==> config.mk <==
export PLATFORM = sky130hd
export DESIGN_NAME = sorted_priority_queue
export DESIGN_NICKNAME = d
export VERILOG_FILES = /design/src/design/spq_pkg.sv /design/src/design/spq_cell.sv /design/src/design/sorted_priority_queue.sv
export SDC_FILE = /design/constraint.sdc
export NUM_CORES = 2
export LEC_CHECK = 0
export BUFFER_PORTS_ARGS = -buffer_cell sky130_fd_sc_hd__buf_4
export CELL_PAD_IN_SITES_DETAIL_PLACEMENT = 0
export CELL_PAD_IN_SITES_GLOBAL_PLACEMENT = 1
export CORE_UTILIZATION = 51
export DETAILED_ROUTE_END_ITERATION = 6
export PLACE_DENSITY_LB_ADDON = 0.1
export SYNTH_ARGS = -nofsm -noshare
export SYNTH_HDL_FRONTEND = slang
export SYNTH_SLANG_ARGS = --single-unit
==> constraint.sdc <==
create_clock -name clock -period 7.02 [get_ports clock]
set_input_delay 0 -clock clock [delete_from_list [all_inputs] [get_ports clock]]
set_output_delay 0 -clock clock [all_outputs]
set_load 0.02 [all_outputs]
==> src/design/spq_pkg.sv <==
// Package for the sorted priority queue: payload structs, cell data and
// control types, status and action codes. No dependencies.
`default_nettype none
package spq_pkg;

   localparam int unsigned CAPACITY = 16;
   localparam int unsigned VALUE_W  = 32;
   localparam int unsigned PRIO_W   = 16;
   localparam int unsigned COUNT_W  = $clog2(CAPACITY + 1);

   localparam logic ACTION_INSERT = 1'b0;
   localparam logic ACTION_REMOVE = 1'b1;

   typedef enum logic [1:0] {
      STATUS_OK    = 2'd0,
      STATUS_EMPTY = 2'd1,
      STATUS_FULL  = 2'd2
   } status_type;

   typedef enum logic [2:0] {
      CELL_HOLD   = 3'b001,
      CELL_INSERT = 3'b010,
      CELL_REMOVE = 3'b100
   } cell_op_type;

   typedef struct packed {
      logic                      action;
      logic signed [VALUE_W-1:0] data_value;
      logic signed [PRIO_W-1:0]  priority_req;
   } req_type;

   typedef struct packed {
      status_type                status;
      logic                      is_empty;
      logic signed [VALUE_W-1:0] head_value;
      logic signed [PRIO_W-1:0]  head_priority;
      logic [COUNT_W-1:0]        occupancy;
   } rsp_type;

   typedef struct packed {
      logic signed [VALUE_W-1:0] value;
      logic signed [PRIO_W-1:0]  prio;
   } entry_type;

   typedef struct packed {
      cell_op_type op;
      entry_type   fresh;
   } cell_ctl_type;

endpackage
`default_nettype wire

==> src/design/spq_cell.sv <==
// One slot of the sorted queue. Holds an entry, tells its right neighbor
// whether a new entry sorts behind it, and shifts on insert or removal.
// Depends on spq_pkg.
`default_nettype none
module spq_cell (
   input  wire logic                 clock,
   input  wire spq_pkg::cell_ctl_type ctl,
   input  wire logic                 occupied,
   input  wire logic                 left_after,
   input  wire spq_pkg::entry_type   left_entry,
   input  wire spq_pkg::entry_type   right_entry,
   output logic                      after,
   output spq_pkg::entry_type        entry
);

   spq_pkg::entry_type entry_ff;
   spq_pkg::entry_type entry_in;

   // new entry goes behind this one when this slot is occupied and its priority is not larger
   assign after = occupied && (entry_ff.prio <= ctl.fresh.prio);
   assign entry = entry_ff;

   always_comb begin
      entry_in = entry_ff;
      unique case (ctl.op)
         spq_pkg::CELL_HOLD: begin
            entry_in = entry_ff;
         end
         spq_pkg::CELL_INSERT: begin
            if (after) begin
               entry_in = entry_ff;
            end else if (left_after) begin
               entry_in = ctl.fresh;
            end else begin
               entry_in = left_entry;
            end
         end
         spq_pkg::CELL_REMOVE: begin
            entry_in = right_entry;
         end
         default: begin
            entry_in = entry_ff;
         end
      endcase
   end

   always_ff @(posedge clock) begin
      entry_ff <= entry_in;
   end

endmodule
`default_nettype wire

==> src/design/sorted_priority_queue.sv <==
// Top level of the sorted priority queue: a row of spq_cell slots, the
// entry count and the result register. Depends on spq_pkg and spq_cell.
//
//   port group | direction | payload   | meaning
//   req_       | in        | req_type  | insert value/priority or remove head
//   rsp_       | out       | rsp_type  | status and queue head after the step
//
// One item per cycle unless stalled: every cell compares and shifts in parallel
// in the cycle the request transfer happens; the result is shown the cycle after.
// Reset clears the entry count and the result valid; slot contents are not reset.
// A stalled result holds the queue and stalls the request side; a new request
// is taken in the cycle the waiting result transfers.
`default_nettype none
module sorted_priority_queue (
   input  wire logic             clock,
   input  wire logic             reset,
   input  wire logic             req_valid,
   output logic                  req_stall,
   input  wire spq_pkg::req_type req_data,
   output logic                  rsp_valid,
   input  wire logic             rsp_stall,
   output spq_pkg::rsp_type      rsp_data
);

   localparam int unsigned N = spq_pkg::CAPACITY;

   logic                         rsp_valid_ff, rsp_valid_in;
   spq_pkg::status_type          status_ff, status_in;
   logic [spq_pkg::COUNT_W-1:0]  count_ff, count_in;

   logic                         accept;
   logic                         is_full;
   logic                         is_none;
   spq_pkg::cell_ctl_type        ctl;
   logic [N-1:0]                 after;
   spq_pkg::entry_type           entry [N];

   assign req_stall = rsp_valid_ff && rsp_stall;
   assign accept    = req_valid && !req_stall;
   assign is_full   = (count_ff == spq_pkg::COUNT_W'(N));
   assign is_none   = (count_ff == '0);

   always_comb begin
      ctl.fresh.value = req_data.data_value;
      ctl.fresh.prio  = req_data.priority_req;
      ctl.op          = spq_pkg::CELL_HOLD;
      status_in       = status_ff;
      count_in        = count_ff;
      rsp_valid_in    = rsp_valid_ff && rsp_stall;
      if (accept) begin
         rsp_valid_in = 1'b1;
         status_in    = spq_pkg::STATUS_OK;
         if (req_data.action == spq_pkg::ACTION_INSERT) begin
            if (is_full) begin
               status_in = spq_pkg::STATUS_FULL;
            end else begin
               ctl.op   = spq_pkg::CELL_INSERT;
               count_in = count_ff + 1'b1;
            end
         end else begin
            if (is_none) begin
               status_in = spq_pkg::STATUS_EMPTY;
            end else begin
               ctl.op   = spq_pkg::CELL_REMOVE;
               count_in = count_ff - 1'b1;
            end
         end
      end
   end

   for (genvar i = 0; i < N; i++) begin : g_cell
      logic               occupied;
      logic               left_after;
      spq_pkg::entry_type left_entry;
      spq_pkg::entry_type right_entry;

      assign occupied = (spq_pkg::COUNT_W'(i) < count_ff);

      if (i == 0) begin : g_first
         assign left_after = 1'b0;
         assign left_entry = ctl.fresh;
      end else begin : g_rest
         assign left_after = after[i-1];
         assign left_entry = entry[i-1];
      end

      if (i == N - 1) begin : g_last
         assign right_entry = entry[i];
      end else begin : g_mid
         assign right_entry = entry[i+1];
      end

      spq_cell u_cell (
         .clock       (clock),
         .ctl         (ctl),
         .occupied    (occupied),
         .left_after  (left_after),
         .left_entry  (left_entry),
         .right_entry (right_entry),
         .after       (after[i]),
         .entry       (entry[i])
      );
   end

   always_ff @(posedge clock) begin
      if (reset) begin
         rsp_valid_ff <= 1'b0;
         count_ff     <= '0;
         status_ff    <= spq_pkg::STATUS_OK;
      end else begin
         rsp_valid_ff <= rsp_valid_in;
         count_ff     <= count_in;
         status_ff    <= status_in;
      end
   end

   assign rsp_valid              = rsp_valid_ff;
   assign rsp_data.status        = status_ff;
   assign rsp_data.is_empty      = is_none;
   assign rsp_data.head_value    = is_none ? '0 : entry[0].value;
   assign rsp_data.head_priority = is_none ? '0 : entry[0].prio;
   assign rsp_data.occupancy     = count_ff;

endmodule
`default_nettype wire

==> run summary <==
run status -> complete, no violations
area delta synth->final -> 11.6%
area of the multi-input gates -> 0.0199 mm^2
Area after DPL -> 0.0461 mm^2
CTS max path bufs -> 3
Worst-Margin Slew -> 1270 ps
WL per Instance -> 25.8 um
Die Y -> 297 um
Synth Warn # -> 0
vias in the first global route -> 32300
reg-to-reg startpoint -> count_ff[2]
syn nets -> 4506
crit path launch type -> input port
# clock sinks -> 776
sequential fraction of the synthesis area -> 52.3%
Die Area -> 0.0883 mm^2
htree depth -> 3
post-DR vias/cell -> 6.27
total CTS buffers -> 88
Final Cell Area -> 0.0496 mm^2
Max Fclk -> 0.218 GHz
Synth area leaders -> edfxtp_1 (52%), mux2i_1 (8.7%), ha_1 (7.3%)
CTS root buf -> clkbuf_16
Slew Viols, Final -> 0
Critical Path Max Stage Delay -> 850 ps
port bufs -> 110
CP delay by family, top -> simple AND/OR/NAND/NOR gates
crit path DAT -> 4840 ps
FP Rows -> 107
Post-synth EDFFs -> 768
initial antenna violation count -> 0
Pre-Repair DR Iteration Count -> 5
Top FF cell, synth -> edfxtp_1
commonest non-fill, non-tap cells in the layout -> edfxtp_1 (768), nand2_1 (760), mux2i_1 (385)
final hold violation count -> 0
post-synth top area cell -> edfxtp_1
postcts setup bufs -> 0
async set-reset flop share out of synthesis -> 0%
reg2reg end -> g_cell[3].u_cell.entry[8]
number of cells on the critical path -> 11
CP required -> 7270 ps
Nets -> 4486
Die W -> 297 um
vias -> 33800
max-cap viol count -> 0
synthesized area per cell -> 10.6 um^2
Residual DRC -> 0
#FFs+latches synth -> 776
Clk pin slew, worst setup/hold paths -> 60 ps
cell count after synthesis -> 4194
cells on worst reg2reg path -> 6
Min-Delay Path Class -> in2reg
Bufs and invs on worst path -> 3
fin crit period -> 4580 ps
CP Cell Sequence -> dlygate4sd3_1, buf_4, inv_1, ha_1, nand4_1, nor4_1, a21boi_0, or4_1, a31o_4, nand2_1, nand2_4
Initial Utilization -> 51.8%
static leakage -> 17.2 nW
GRT overflow -> 0
GRT Resource Usage Total -> 31.0%
post-synth top area share -> 51.9%
R2R setup slack -> 2530 ps
Register Area -> 0.0232 mm^2
cts repair resizes -> 0
antenna fix cells -> 0
Iter 0 DRT Violations -> 3097
Cell Area, Synth -> 0.0444 mm^2
Unique masters post-synth -> 68
final setup fails -> 0
ANT nets after route -> 0
Placeable Area -> 0.0857 mm^2
fillcell total -> 7356
period utilization -> 65.3%
commonest non-fill, non-tap cell in the layout -> edfxtp_1
Crit Path Max Fanout -> 48
relative slew slack -> 15.2%
RSZ-0062 raised after global routing -> no
global-route wire length before repair -> 210 mm
Top Ports -> 111
Clock Skew -> 35.5 ps
crit end category -> register
PwrDens -> 291 mW/mm^2
crit path launch -> req_data[8]
setup TNS -> 0 ps
HPWL after DPL -> 85.6 mm
largest net degree at the start of global routing -> 227
peak supply drop -> 0.201 mV
Slowest-stage cell, CP -> nand2_4
Setup crit end -> g_cell[3].u_cell.entry[8]
layout cells sized above 1 -> 9.19%
TritonCTS clock tree -> yes
Setup CP Type -> in2reg
Final GP Congestion -> 0.921
final WL -> 139 mm
worst skew pair latency -> 650 ps
## worst min path at each step
stage	startpoint	endpoint	slack (ps)	depth (start not counted)
2_1_floorplan	req_valid	rsp_valid	120	2
3_3_place_gp	req_valid	rsp_valid	230	3
3_5_place_dp	req_valid	rsp_valid	240	3
4_1_cts	reset	count_ff[2]	100	3
5_1_grt	reset	count_ff[0]	150	3
6_report	reset	count_ff[0]	140	3
## power breakdown
group	switching [W]	total (W)	leakage [nW]	internal, W
registers	0.000432	0.00652	7.33	0.00609
logic	0.00205	0.00316	8.46	0.00111
clock network	0.00201	0.00472	1.38	0.00271
total	0.00450	0.0144	17.2	0.00991
## kinds of logic (layout without fill, tap and decap cells)
group	count (synthesis)	in the layout	share of synthesized area, %
AO/OA/AOI/OAI	923	923	13.1
XOR/XNOR	3	3	0.0592
AND/OR/NAND/NOR	1418	1418	13.8
flip-flops	776	776	52.3
adder cells (fa/ha/maj)	259	259	7.30
buffers and inverters	381	431	3.59
multiplexers	434	434	9.92
## state kept, by name, indices dropped and copies added, names as in the netlist
register,count
status_ff,2
count_ff,5
g_cell.u_cell.entry,768
rsp_valid,1
## worst min-delay path, stage by stage
cell	delay, ps
dlygate4sd3_1	530
buf_4	160
nor2_1	50
## layout make-up
cell class | instances | area share (%)
flip-flops and latches | 776 | 46.9
inverters | 44 | 0.333
multi-input cells | 3037 | 40.2
clock buffers | 110 | 4.74
clock inverters | 50 | 1.06
well taps | 1144 | 2.89
repair buffers | 227 | 3.92
## timing repair
item / in CTS / in global routing
endpoints found under the hold margin: 556 / 0
setup endpoints to repair: 0 / 0
hold buffers: 55 / 0
## cell usage after synthesis (13+ instances only)
library cell    n
nand4_1        46
inv_1          44
clkbuf_1      240
o21ai_0       348
nand2_1       765
edfxtp_1      768
o211ai_1      247
nor2_1        226
buf_2          52
ha_1          259
buf_1          25
a21o_1         34
mux2i_1       385
o21ai_1        29
a221oi_1       52
o21a_1         13
nor2b_1        62
buf_4          14
nand3_1       252
a21oi_1       130
mux2_2         49
## routing by layer
metal  share of wire, %  vias up  track usage [%]
met5                  0        -                0
met2                 46     1236             49.2
met3                6.8      187             3.92
li1                   -    15600                -
met1                 44    16800             44.6
met4                2.6        0             8.92
## stage by stage
step                util [%]  power, W  instances  hold WS [ps]  setup slack (ps)
floorplan                  -   0.00854       4194           121               603
global placement        53.8   0.00965       5173           230              2340
detailed placement      53.8   0.00971       5173           237              2310
CTS                     57.8    0.0144       5388           104              2430
global route            57.8    0.0150       5388           148              2270
finish                  57.8    0.0144       5388           140              2440
Power figures use the tool's default switching activity.
